<file path="src/sv/ots_pkg.sv">
`default_nettype none

package ots_pkg;

  // Table geometry
  localparam int unsigned SLOTS      = 64;
  localparam int unsigned OWNER_BITS = 16;
  localparam int unsigned SLOT_BITS  = $clog2(SLOTS);
  localparam int unsigned CNT_BITS   = $clog2(SLOTS + 1);

  // Capacity register reset value
  localparam logic [6:0] CAP_RESET = 7'd64;

  typedef logic [OWNER_BITS-1:0] owner_t;
  typedef logic [SLOT_BITS-1:0]  slot_idx_t;
  typedef logic [CNT_BITS-1:0]   cnt_t;

  typedef enum logic [2:0] {
    MODE_CREATE  = 3'd0,
    MODE_DELETE  = 3'd1,
    MODE_RESERVE = 3'd2,
    MODE_RELEASE = 3'd3,
    MODE_QUERY   = 3'd4,
    MODE_CANCEL  = 3'd5
  } mode_e;

  typedef enum logic [2:0] {
    ST_OK        = 3'd0,
    ST_NO_TABLE  = 3'd1,
    ST_EXISTS    = 3'd2,
    ST_BAD_SLOT  = 3'd3,
    ST_FREE      = 3'd4,
    ST_BAD_OWNER = 3'd5,
    ST_FULL      = 3'd6,
    ST_NOT_FOUND = 3'd7
  } status_e;

  typedef struct packed {
    logic [2:0]  mode;
    logic [7:0]  slot;
    logic [15:0] owner_id;
  } in_item_t;

  typedef struct packed {
    logic [2:0]  status;
    logic [15:0] value;
    logic [6:0]  free_count;
    logic [6:0]  used_count;
  } out_item_t;

endpackage

`default_nettype wire

</file>
<file path="src/sv/owner_tagged_slot_table.sv">
// Owner-tagged slot allocator. One command transaction in (mode, slot,
// owner_id), one result transaction out (status, value, free_count,
// used_count). Both channels use valid/stall; the capacity register is
// written over a separate valid/ready channel (always ready) and is only
// sampled by create.
//
// States from input accept to result valid, by mode: create, delete,
// unused modes, any error decided up front: EXEC, DONE; release, query:
// EXEC, WAIT, DONE; reserve, cancel: EXEC, SCAN, DONE. The scan covers up
// to the held capacity, one slot read per cycle, pipelined against the
// compare; reserve stops at the first free slot.
// One command is processed at a time; the input stays stalled until the
// engine is back in idle. The owner RAM read port sets the scan rate. A new
// command is taken while the previous result still sits in the output
// register; if the receiver stalls, the finished result waits in the engine
// and the input stays stalled until it drains.
//
// Reset: no table, counts zero, capacity register = 64. Per-slot valid bits
// mark written slots, so create frees the table by clearing them and no
// clearing pass over the RAM is needed.

`default_nettype none

module owner_tagged_slot_table (
  input  wire logic              clk_i,
  input  wire logic              rst_ni,
  // command channel
  input  wire logic              in_valid_i,
  output      logic              in_stall_o,
  input  wire ots_pkg::in_item_t in_item_i,
  // result channel
  output      logic              out_valid_o,
  input  wire logic              out_stall_i,
  output      ots_pkg::out_item_t out_item_o,
  // capacity register write
  input  wire logic              cfg_valid_i,
  output      logic              cfg_ready_o,
  input  wire logic [6:0]        cfg_data_i
);

  typedef enum logic [4:0] {
    S_IDLE = 5'b00001,
    S_EXEC = 5'b00010,
    S_WAIT = 5'b00100,
    S_SCAN = 5'b01000,
    S_DONE = 5'b10000
  } state_e;

  state_e state_q, state_d;

  // control state
  logic                     present_q, present_d;
  ots_pkg::cnt_t            held_q, held_d;
  ots_pkg::cnt_t            free_q, free_d;
  logic [ots_pkg::SLOTS-1:0] used_q, used_d;   // slot holds a written owner
  logic [6:0]               cap_q;
  ots_pkg::cnt_t            idx_q, idx_d;      // next slot to read
  logic                     pend_q, pend_d;    // read in flight
  logic                     found_q, found_d;
  logic                     out_valid_q, out_valid_d;

  // payload
  logic [2:0]               mode_q;
  logic [7:0]               slot_q;
  ots_pkg::owner_t          owner_q;
  ots_pkg::slot_idx_t       chk_q, chk_d;      // slot whose data returns
  logic [2:0]               res_status_q, res_status_d;
  logic [15:0]              res_value_q, res_value_d;
  ots_pkg::out_item_t       out_q, out_d;

  // RAM port
  logic                     mem_we, mem_re;
  ots_pkg::slot_idx_t       mem_waddr, mem_raddr;
  ots_pkg::owner_t          mem_wdata, mem_rdata, owner_rd;

  logic                     accept;
  logic                     out_free;
  ots_pkg::cnt_t            cap_clamped;

  ots_ram #(
    .WIDTH(ots_pkg::OWNER_BITS),
    .DEPTH(ots_pkg::SLOTS)
  ) u_owner_ram (
    .clk_i  (clk_i),
    .we_i   (mem_we),
    .waddr_i(mem_waddr),
    .wdata_i(mem_wdata),
    .re_i   (mem_re),
    .raddr_i(mem_raddr),
    .rdata_o(mem_rdata)
  );

  assign cfg_ready_o = 1'b1;
  assign in_stall_o  = (state_q != S_IDLE);
  assign accept      = in_valid_i && !in_stall_o;
  assign out_valid_o = out_valid_q;
  assign out_item_o  = out_q;
  assign out_free    = !out_valid_q || !out_stall_i;

  // Free slots read as owner 0 regardless of stale RAM contents
  assign owner_rd = used_q[chk_q] ? mem_rdata : '0;

  always_comb begin
    if (cap_q == 7'd0) begin
      cap_clamped = ots_pkg::cnt_t'(1);
    end else if (32'(cap_q) > ots_pkg::SLOTS) begin
      cap_clamped = ots_pkg::cnt_t'(ots_pkg::SLOTS);
    end else begin
      cap_clamped = ots_pkg::cnt_t'(cap_q);
    end
  end

  always_comb begin
    state_d      = state_q;
    present_d    = present_q;
    held_d       = held_q;
    free_d       = free_q;
    used_d       = used_q;
    idx_d        = idx_q;
    pend_d       = pend_q;
    found_d      = found_q;
    chk_d        = chk_q;
    res_status_d = res_status_q;
    res_value_d  = res_value_q;
    out_valid_d  = out_valid_q;
    out_d        = out_q;
    mem_we       = 1'b0;
    mem_waddr    = chk_q;
    mem_wdata    = owner_q;
    mem_re       = 1'b0;
    mem_raddr    = idx_q[ots_pkg::SLOT_BITS-1:0];

    if (out_valid_q && !out_stall_i) begin
      out_valid_d = 1'b0;
    end

    unique case (state_q)
      S_IDLE: begin
        if (accept) begin
          state_d = S_EXEC;
        end
      end

      S_EXEC: begin
        res_status_d = ots_pkg::ST_OK;
        res_value_d  = '0;
        state_d      = S_DONE;
        idx_d        = '0;
        pend_d       = 1'b0;
        found_d      = 1'b0;
        if (mode_q == ots_pkg::MODE_CREATE) begin
          if (present_q) begin
            res_status_d = ots_pkg::ST_EXISTS;
          end else begin
            held_d      = cap_clamped;
            free_d      = cap_clamped;
            present_d   = 1'b1;
            used_d      = '0;
            res_value_d = 16'(cap_clamped);
          end
        end else if (mode_q > ots_pkg::MODE_CANCEL) begin
          // unused modes: plain ok, no state change
        end else if (!present_q) begin
          res_status_d = ots_pkg::ST_NO_TABLE;
        end else begin
          unique case (mode_q)
            ots_pkg::MODE_DELETE: begin
              present_d = 1'b0;
            end
            ots_pkg::MODE_RESERVE: begin
              if (owner_q == '0) begin
                res_status_d = ots_pkg::ST_BAD_OWNER;
              end else begin
                state_d = S_SCAN;
              end
            end
            ots_pkg::MODE_RELEASE, ots_pkg::MODE_QUERY: begin
              if (32'(slot_q) >= 32'(held_q)) begin
                res_status_d = ots_pkg::ST_BAD_SLOT;
              end else begin
                mem_re    = 1'b1;
                mem_raddr = ots_pkg::slot_idx_t'(slot_q);
                chk_d     = ots_pkg::slot_idx_t'(slot_q);
                state_d   = S_WAIT;
              end
            end
            ots_pkg::MODE_CANCEL: begin
              state_d = S_SCAN;
            end
            default: begin
            end
          endcase
        end
      end

      S_WAIT: begin
        state_d = S_DONE;
        if (mode_q == ots_pkg::MODE_QUERY) begin
          res_value_d = 16'(owner_rd);
        end else if (owner_rd == '0) begin
          res_status_d = ots_pkg::ST_FREE;
        end else begin
          res_value_d   = 16'(owner_rd);
          used_d[chk_q] = 1'b0;
          free_d        = free_q + ots_pkg::cnt_t'(1);
        end
      end

      S_SCAN: begin
        // Compare the slot read last cycle while reading the next one
        if (mode_q == ots_pkg::MODE_RESERVE && pend_q && owner_rd == '0) begin
          mem_we        = 1'b1;
          used_d[chk_q] = 1'b1;
          free_d        = free_q - ots_pkg::cnt_t'(1);
          res_value_d   = 16'(chk_q);
          pend_d        = 1'b0;
          state_d       = S_DONE;
        end else begin
          if (mode_q == ots_pkg::MODE_CANCEL && pend_q && owner_rd == owner_q) begin
            found_d = 1'b1;
            if (owner_q != '0) begin
              used_d[chk_q] = 1'b0;
              free_d        = free_q + ots_pkg::cnt_t'(1);
            end
          end
          if (idx_q < held_q) begin
            mem_re = 1'b1;
            chk_d  = idx_q[ots_pkg::SLOT_BITS-1:0];
            idx_d  = idx_q + ots_pkg::cnt_t'(1);
            pend_d = 1'b1;
          end else begin
            pend_d = 1'b0;
          end
          if (!pend_q && idx_q >= held_q) begin
            state_d = S_DONE;
            if (mode_q == ots_pkg::MODE_RESERVE) begin
              res_status_d = ots_pkg::ST_FULL;
            end else if (!found_q) begin
              res_status_d = ots_pkg::ST_NOT_FOUND;
            end
          end
        end
      end

      S_DONE: begin
        if (out_free) begin
          out_valid_d       = 1'b1;
          out_d.status      = res_status_q;
          out_d.value       = res_value_q;
          out_d.free_count  = present_q ? 7'(free_q) : 7'd0;
          out_d.used_count  = present_q ? 7'(held_q - free_q) : 7'd0;
          state_d           = S_IDLE;
        end
      end

      default: begin
        state_d = S_IDLE;
      end
    endcase
  end

  always_ff @(posedge clk_i or negedge rst_ni) begin
    if (!rst_ni) begin
      state_q     <= S_IDLE;
      present_q   <= 1'b0;
      held_q      <= '0;
      free_q      <= '0;
      used_q      <= '0;
      cap_q       <= ots_pkg::CAP_RESET;
      idx_q       <= '0;
      pend_q      <= 1'b0;
      found_q     <= 1'b0;
      out_valid_q <= 1'b0;
    end else begin
      state_q     <= state_d;
      present_q   <= present_d;
      held_q      <= held_d;
      free_q      <= free_d;
      used_q      <= used_d;
      idx_q       <= idx_d;
      pend_q      <= pend_d;
      found_q     <= found_d;
      out_valid_q <= out_valid_d;
      if (cfg_valid_i && cfg_ready_o) begin
        cap_q <= cfg_data_i;
      end
    end
  end

  always_ff @(posedge clk_i) begin
    if (accept) begin
      mode_q  <= in_item_i.mode;
      slot_q  <= in_item_i.slot;
      owner_q <= ots_pkg::owner_t'(in_item_i.owner_id);
    end
    chk_q        <= chk_d;
    res_status_q <= res_status_d;
    res_value_q  <= res_value_d;
    out_q        <= out_d;
  end

  // Checks
  a_free_bounded: assert property (@(posedge clk_i) disable iff (!rst_ni)
    free_q <= held_q)
    else $error("free count exceeds held capacity");

  a_write_only_reserve: assert property (@(posedge clk_i) disable iff (!rst_ni)
    mem_we |-> (state_q == S_SCAN) && (mode_q == ots_pkg::MODE_RESERVE))
    else $error("owner RAM written outside a reserve scan");

  a_pending_in_range: assert property (@(posedge clk_i) disable iff (!rst_ni)
    (state_q == S_SCAN && pend_q) |-> (32'(chk_q) < 32'(held_q)))
    else $error("scan compares a slot beyond held capacity");

  a_result_from_done: assert property (@(posedge clk_i) disable iff (!rst_ni)
    $rose(out_valid_q) |-> $past(state_q == S_DONE))
    else $error("result loaded outside the done state");

  a_busy_no_accept: assert property (@(posedge clk_i) disable iff (!rst_ni)
    (state_q == S_SCAN) |=> (state_q != S_EXEC))
    else $error("new command started during a scan");

endmodule

`default_nettype wire

</file>
<file path="src/sv/ots_ram.sv">
`default_nettype none

module ots_ram #(
  parameter int unsigned WIDTH = 16,
  parameter int unsigned DEPTH = 64
) (
  input  wire logic                     clk_i,
  input  wire logic                     we_i,
  input  wire logic [$clog2(DEPTH)-1:0] waddr_i,
  input  wire logic [WIDTH-1:0]         wdata_i,
  input  wire logic                     re_i,
  input  wire logic [$clog2(DEPTH)-1:0] raddr_i,
  output      logic [WIDTH-1:0]         rdata_o
);

  logic [WIDTH-1:0] mem [DEPTH];

  always_ff @(posedge clk_i) begin
    if (we_i) begin
      mem[waddr_i] <= wdata_i;
    end
    if (re_i) begin
      rdata_o <= mem[raddr_i];
    end
  end

endmodule

`default_nettype wire

</file>
<file path="config.mk">
export PLATFORM = sky130hd
export DESIGN_NAME = owner_tagged_slot_table
export DESIGN_NICKNAME = d
export VERILOG_FILES = /design/src/sv/ots_pkg.sv /design/src/sv/owner_tagged_slot_table.sv /design/src/sv/ots_ram.sv
export SDC_FILE = /design/constraint.sdc
export NUM_CORES = 2
export LEC_CHECK = 0
export BUFFER_PORTS_ARGS = -buffer_cell sky130_fd_sc_hd__buf_4
export CAP_MARGIN = 20
export CELL_PAD_IN_SITES_DETAIL_PLACEMENT = 0
export CELL_PAD_IN_SITES_GLOBAL_PLACEMENT = 2
export CORE_MARGIN = 4
export CORE_UTILIZATION = 36
export CTS_BUF_LIST = sky130_fd_sc_hd__clkbuf_16
export DETAILED_ROUTE_END_ITERATION = 10
export PLACE_DENSITY_LB_ADDON = 0.2
export SYNTH_ARGS = -nofsm -noshare
export SYNTH_HDL_FRONTEND = slang
export SYNTH_SLANG_ARGS = --single-unit
</file>
<file path="constraint.sdc">
create_clock -name clk_i -period 5.6 [get_ports clk_i]
set_clock_uncertainty 0.05 [all_clocks]
set_input_delay 0.56 -clock clk_i [delete_from_list [all_inputs] [get_ports clk_i]]
set_output_delay 0.56 -clock clk_i [all_outputs]
set_load 0.05 [all_outputs]
</file>
# Word level (Yosys, flattened, before mapping)
# Memories as Yosys holds them, arrays and structs flattened. A register that Yosys moved wholly into a read port is not among the register bits.
# Index checks and enable logic that the tools add are counted.
[classes] add_sub_neg=4 multipliers=0 div=0 n_lt_le_gt_ge=7 n_eq_ne=35 shift=0 mux=94 bitwise_logic=4 reduce_logical=31
[ops] cell="$mux W64" count=7
[ops] cell="$pmux W64 S3" count=1
[ops] cell="$mux W7" count=13
[ops] cell="$mux W6" count=13
[ops] cell="$and A64 B64 Y64" count=1
[ops] cell="$mux W16" count=4
[ops] cell="$not A64 Y64" count=1
[ops] cell="$or A64 B64 Y64" count=1
[ops] cell="$pmux W16 S3" count=1
[ops] cell="$mux W5" count=9
[ops] cell="$ne A2 B2 Y1 const B" count=18
[ops] cell="$logic_not A16 Y1" count=2
[ops] cell="$mux W3" count=10
[ops] cell="$pmux W5 S5" count=1
[ops] cell="$mux W1" count=22
[ops] cell="$pmux W7 S3" count=1
[ops] cell="$eq A16 B16 Y1" count=1
[ops] cell="$reduce_bool A16 Y1" count=1
[ops] cell="$ne A3 B3 Y1 const B" count=5
[ops] cell="$pmux W5 S3" count=1
[ops] cell="$reduce_and A3 Y1" count=5
[ops] cell="$add A7 B1 Y7 const B" count=2
[ops] cell="$pmux W7 S2" count=1
[ops] cell="$pmux W6 S2" count=1
[ops] cell="37 further kinds" count=53
[word_totals] ff_bits=186 latch_bits=0 ramBits=1024 rom_bits=0 output_inout_bits=36 elab_cells=196 mem_count=1
[memory_table] name="u_owner_ram.mem" depth=64 width=16 read_ports=1 rd_clocked_by_memory_dff=1 write_ports=1 line="ots_ram.sv:16" text="logic [WIDTH-1:0] mem [DEPTH];"

# Logic depth before layout (Yosys ltp)
[logic_depth] depth_word=10 mapped_depth=17

# By module
# A second synthesis with hierarchy kept.
[unflattened] hier_cells=2823 hier_area_um2=50090.5
[by_module_without_submodules] mod="ots_ram" n_inst=1 cells_per_inst=1820 area_per_inst_um2=40138.5
[by_module_without_submodules] mod="owner_tagged_slot_table" n_inst=1 cells_per_inst=1003 area_per_inst_um2=9952.0

# Worst setup path before layout
# No wires, ideal clock.
[synth_path] kind="register to register" startpoint="register chk_q[0]" endpoint="memory u_owner_ram.mem[24][0] (enable)" setup_ns=0.414 arrival_ns=3.849 t_required_ns=5.136 slack_ns=1.287 stages_incl_launch_ff=13 n_path_buf=4 path_cell_list="edfxtp_1 > buf_2 > mux4_2 > mux2_2 > nand2_1 > nand4_1 > or2_0 > clkbuf_1 > a21oi_2 > nand2_1 > clkbuf_1 > buf_2 > nor3_1"
[synth_via] elab_chain_cells=9
[synth_lines] item="from (decl)" line="owner_tagged_slot_table.sv:66" text="ots_pkg::slot_idx_t chk_q, chk_d;"
[synth_lines] item="from (signal assigned)" line="owner_tagged_slot_table.sv:296" text="chk_q <= chk_d;"
[synth_lines] item="$bmux W1 S6" line="owner_tagged_slot_table.sv:101" text="assign owner_rd = used_q[chk_q] ? mem_rdata : '0;"
[synth_lines] item="$mux W1 (implied by the code)" line="owner_tagged_slot_table.sv:101"
[synth_lines] item="$mux W16" line="owner_tagged_slot_table.sv:101"
[synth_lines] item="$logic_not A16 Y1" line="owner_tagged_slot_table.sv:211" text="if (mode_q == ots_pkg::MODE_RESERVE && pend_q && owner_rd == '0) begin"
[synth_lines] item="$logic_and A1 B1 Y1" line="owner_tagged_slot_table.sv:211"
[synth_lines] item="$mux W1" line="owner_tagged_slot_table.sv:211"
[synth_lines] item="$mux W1" line="owner_tagged_slot_table.sv:137" text="unique case (state_q)"
[synth_lines] item="$mux W1" line="ots_ram.sv:19" text="if (we_i) begin"
[synth_lines] item="$mux W1 (implied by the code)" line="ots_ram.sv:20" text="mem[waddr_i] <= wdata_i;"
[synth_lines] item="to (decl)" line="ots_ram.sv:16"
# Several ways; a longest one is shown, not always the timed one. The select of a mux whose other input is x is not followed.

# Worst setup path in the final report
[layout_path] startpoint="register held_q[3]" endpoint="register u_owner_ram.rdata_o[0], read port of u_owner_ram.mem (data pin)"
[layout_via] elab_chain_cells=7 elab_cells_between_ends=16 classes_between="2 x order compare; 14 x mux"
[layout_lines] item="from (decl)" line="owner_tagged_slot_table.sv:53" text="ots_pkg::cnt_t held_q, held_d;"
[layout_lines] item="from (signal assigned)" line="owner_tagged_slot_table.sv:277" text="held_q <= held_d;"
[layout_lines] item="$ge A8 B7 Y1" line="owner_tagged_slot_table.sv:178" text="if (32'(slot_q) >= 32'(held_q)) begin"
[layout_lines] item="$mux W1 or $mux W6 (tied branches)" line="owner_tagged_slot_table.sv:178"
[layout_lines] item="$mux W1 or $mux W6 (tied branches)" line="owner_tagged_slot_table.sv:166" text="unique case (mode_q)"
[layout_lines] item="$mux W1 or $mux W6 (tied branches)" line="owner_tagged_slot_table.sv:163" text="end else if (!present_q) begin"
[layout_lines] item="$mux W1 or $mux W6 (tied branches)" line="owner_tagged_slot_table.sv:161" text="end else if (mode_q > ots_pkg::MODE_CANCEL) begin"
[layout_lines] item="$mux W1 or $mux W6 (tied branches)" line="owner_tagged_slot_table.sv:151" text="if (mode_q == ots_pkg::MODE_CREATE) begin"
[layout_lines] item="$pmux W1 S2 or $mux W6 (tied branches)" line="owner_tagged_slot_table.sv:137"
[layout_lines] item="to (decl)" line="ots_ram.sv:13" text="output logic [WIDTH-1:0] rdata_o"
# Several ways; a longest one is shown, not always the timed one.
# A chain may end at the register's enable or synchronous reset.

==> results.toml <==
[floorplanning]
core_sq_um = 140000
die_y_microns = 385
initial_utilization_pct = 36.4
ios = 75
rows = 137
die_width_microns = 385
die-area_sq_um = 148000

[logic_synthesis]
yosysTopAreaCellShare_pct = 66.2
avgSynthCellArea_sq_um = 14.3
synthArstFlopShare_pct = 8.24
yosysMostFrequentCell = "edfxtp_1"
synthDistinctLibCells = 79
synth-edff-count = 1125
yosys_warnings = 0
syn_nets = 3644
seq_area_frac_synth_pct = 71.1
synth_common_cells = "1,125 x edfxtp_1, 479 x nand2_1, 225 x nor2_1"
synth-seq-cells = 1226
synthFlopType = "edfxtp_1"
synthTopCellsByArea = "edfxtp_1 66%, dfrtp_1 4.9%, mux4_2 4.4%"
netlist_instances = 3581
yosys.area.top_type = "edfxtp_1"
synth_area_sq_um = 51100

[route]
via_per_inst = 5.58
drt-pass1-iter-count = 6
drtAntennaViolNets = 0
vias = 32800
drt-initial-drc-count = 3786
drc_errors = 0
wirelength_microns = 176000
avgRoutedWirePerCell_microns = 30.0

[cts]
clock_latency_ns = 0.78
path_clk_slew_ns = 0.06
numCtsBuffers = 140
cts_hold_buf = 38
cts_tree = "built"
cts_resized = 0
ctsRootBufferMaster = "clkbuf_16"
cts_buffer_depth = 3
cts_setup_buffers = 0
htreeDepth = 4
cts_sinks = 1226

[critical_path]
ff2ff_path_depth = 14
path_cells = "inv_1 -> ha_1 -> nor2b_1 -> nand4_1 -> o2111ai_4 -> inv_4 -> o21ai_4 -> buf_12 -> buf_12 -> mux2i_1 -> mux2i_1 -> a21oi_1 -> nor2_1 -> or4_1"
rrSetupSlack_ns = 0.45
cp_top_family = "compound AO/OA/AOI/OAI gates"
cp-start-kind = "register"
regToRegStartpoint = "held_q[3]"
critPathMaxFanout = 72
cp.required_ns = 6.05
critPathSlowestCell = "or4_1"
end_kind = "register"
rr_endpoint = "u_owner_ram.rdata_o[0]"
cp-startpoint = "held_q[3]"
criticalPathCategory = "register to register"
cp_num_buf_inv = 4
cpPeakStageDelay_ns = 0.59
worstPathArrival_ns = 5.60

[worst_hold_path]
holdCritStartpoint = "cfg_valid_i"
hp-class = "input port to register"
min_to = "cap_q[4]"
holdPathStages = 2

[cells_and_area]
drive_gt1_share_pct = 18.4
fin_nets = 3945
final_cell_count_no_fill = 5874
area_growth_pct = 19.8
nFillCells = 12700

[placement]
placed_cells = 5577
gp_congestion = 0.849
dpl.hpwl_microns = 114000
port_buffers = 73

[timing]
slew_headroom_pct = 17.6
grt_setup_unrepaired = "false"
fmax_mhz = 194
tightest_slew_ns = 1.23
fin_crit_ns = 5.15
tns_ns = 0
finalSetupViolCount = 0
slew_viol_final = 0
finalCritPeriodShare_pct = 91.9
hold_viol_final = 0

[power]
cellPowerDensity_nw_per_um2 = 355
ir_drop_mv = 0.304
p_leak_nw = 21.3

[global_route]
track_usage_pct = 23.6
grt_pass1_vias = 31500
grt_max_degree = 73
grt_first_pass_wirelength_microns = 247000
grt-ovfl-total = 0
antenna_found_initial = 10

[outcome]
status = "completed"

[job]
cap_violations = 0
## cells in the final DEF (no fill, tap or decap), types with 61 or more instances in the layout
| cell | count |
|---|---|
| mux4_2 | 99 |
| nor2_1 | 211 |
| a2111oi_0 | 61 |
| buf_12 | 78 |
| a21oi_1 | 190 |
| clkbuf_16 | 142 |
| o21ai_0 | 62 |
| nand3_1 | 142 |
| a211oi_1 | 77 |
| buf_4 | 276 |
| inv_1 | 157 |
| mux2i_1 | 111 |
| nand2_1 | 477 |
| edfxtp_1 | 1125 |
| dfrtp_1 | 98 |
## stage by stage
step | worst slack [ns] | power [W] | cell area (sq um) | hold slack (ns) | utilization (%)
floorplan | 1.29 | 0.0122 | 51100 | 0.214 | -
CTS | 0.463 | 0.0220 | 61100 | 0.0318 | 43.6
finish | 0.451 | 0.0217 | 61200 | 0.0937 | 43.6
global placement | 0.464 | 0.0132 | 56400 | 0.353 | 40.2
global route | 0.244 | 0.0225 | 61200 | 0.0584 | 43.6
detailed placement | 0.508 | 0.0132 | 56400 | 0.356 | 40.2
## final cells by class
class | count | area, sq um | area share, %
antenna | 6 | 15.0 | 0.0245
clock buffer | 142 | 3550 | 5.81
clock inverter | 110 | 781 | 1.28
inverter | 123 | 464 | 0.759
multi-input combinational | 1996 | 13600 | 22.3
sequential | 1226 | 36300 | 59.4
tap | 1876 | 2350 | 3.84
timing repair buffer | 395 | 4080 | 6.68
## power by group
part	switching, W	total (W)	internal, W
logic	0.00163	0.00232	0.000690
registers	0.000171	0.0107	0.0106
clock network	0.00376	0.00870	0.00494
total	0.00556	0.0217	0.0162
## worst max-delay path by stage
stage | depth (start not counted) | to | slack [ns]
finish | 14 | u_owner_ram.rdata_o[0] | 0.45
global route | 14 | u_owner_ram.rdata_o[13] | 0.24
CTS | 14 | u_owner_ram.rdata_o[0] | 0.46
detailed placement | 14 | u_owner_ram.rdata_o[0] | 0.51
global placement | 14 | u_owner_ram.rdata_o[0] | 0.46
floorplan | 12 | u_owner_ram.mem[24][0] | 1.29
## logic make-up (layout without fill, tap and decap cells)
| group | after synthesis | in the layout | share of synthesized area (%) |
|---|---|---|---|
| DFF | 1226 | 1226 | 71.1 |
| and+or+nand+nor | 1060 | 1060 | 9.25 |
| AOI/OAI and AO/OA | 671 | 671 | 9.07 |
| buffers and inverters | 359 | 770 | 2.84 |
| muxes | 221 | 221 | 6.79 |
| adders and majority gates | 24 | 24 | 0.603 |
| xor gates and xnor gates | 19 | 19 | 0.326 |
| other | 1 | 7 | 0.00734 |
## metal layers
layer	global-route usage [%]	part of all wire (%)	vias up
li1	-	-	14400
met1	34.0	45	17000
met2	35.9	45	1216
met3	5.38	7.6	193
met4	6.63	2.6	0
met5	0	0	-
## worst register-to-register path, stage by stage, from the launching register on
cell and delay (ns):
dfrtp_1 0.37, inv_1 0.12, ha_1 0.29, nor2b_1 0.15, nand4_1 0.20, o2111ai_4 0.46
inv_4 0.14, o21ai_4 0.50, buf_12 0.34, buf_12 0.43, mux2i_1 0.32, mux2i_1 0.10
a21oi_1 0.53, nor2_1 0.29, or4_1 0.59
## sequential cells by signal, indices dropped and copies added (netlist names)
signal	count
chk_q	6
held_q	7
out_item_o	33
state_q	5
out_valid_o	1
cap_q	7
free_q	7
res_status_q	3
present_q	1
found_q	1
res_value_q	16
u_owner_ram.rdata_o	16
mem_wdata	16
idx_q	7
used_q	64
slot_q	8
mode_q	3
pend_q	1
u_owner_ram.mem	1024
Power figures use the tool's default switching activity.
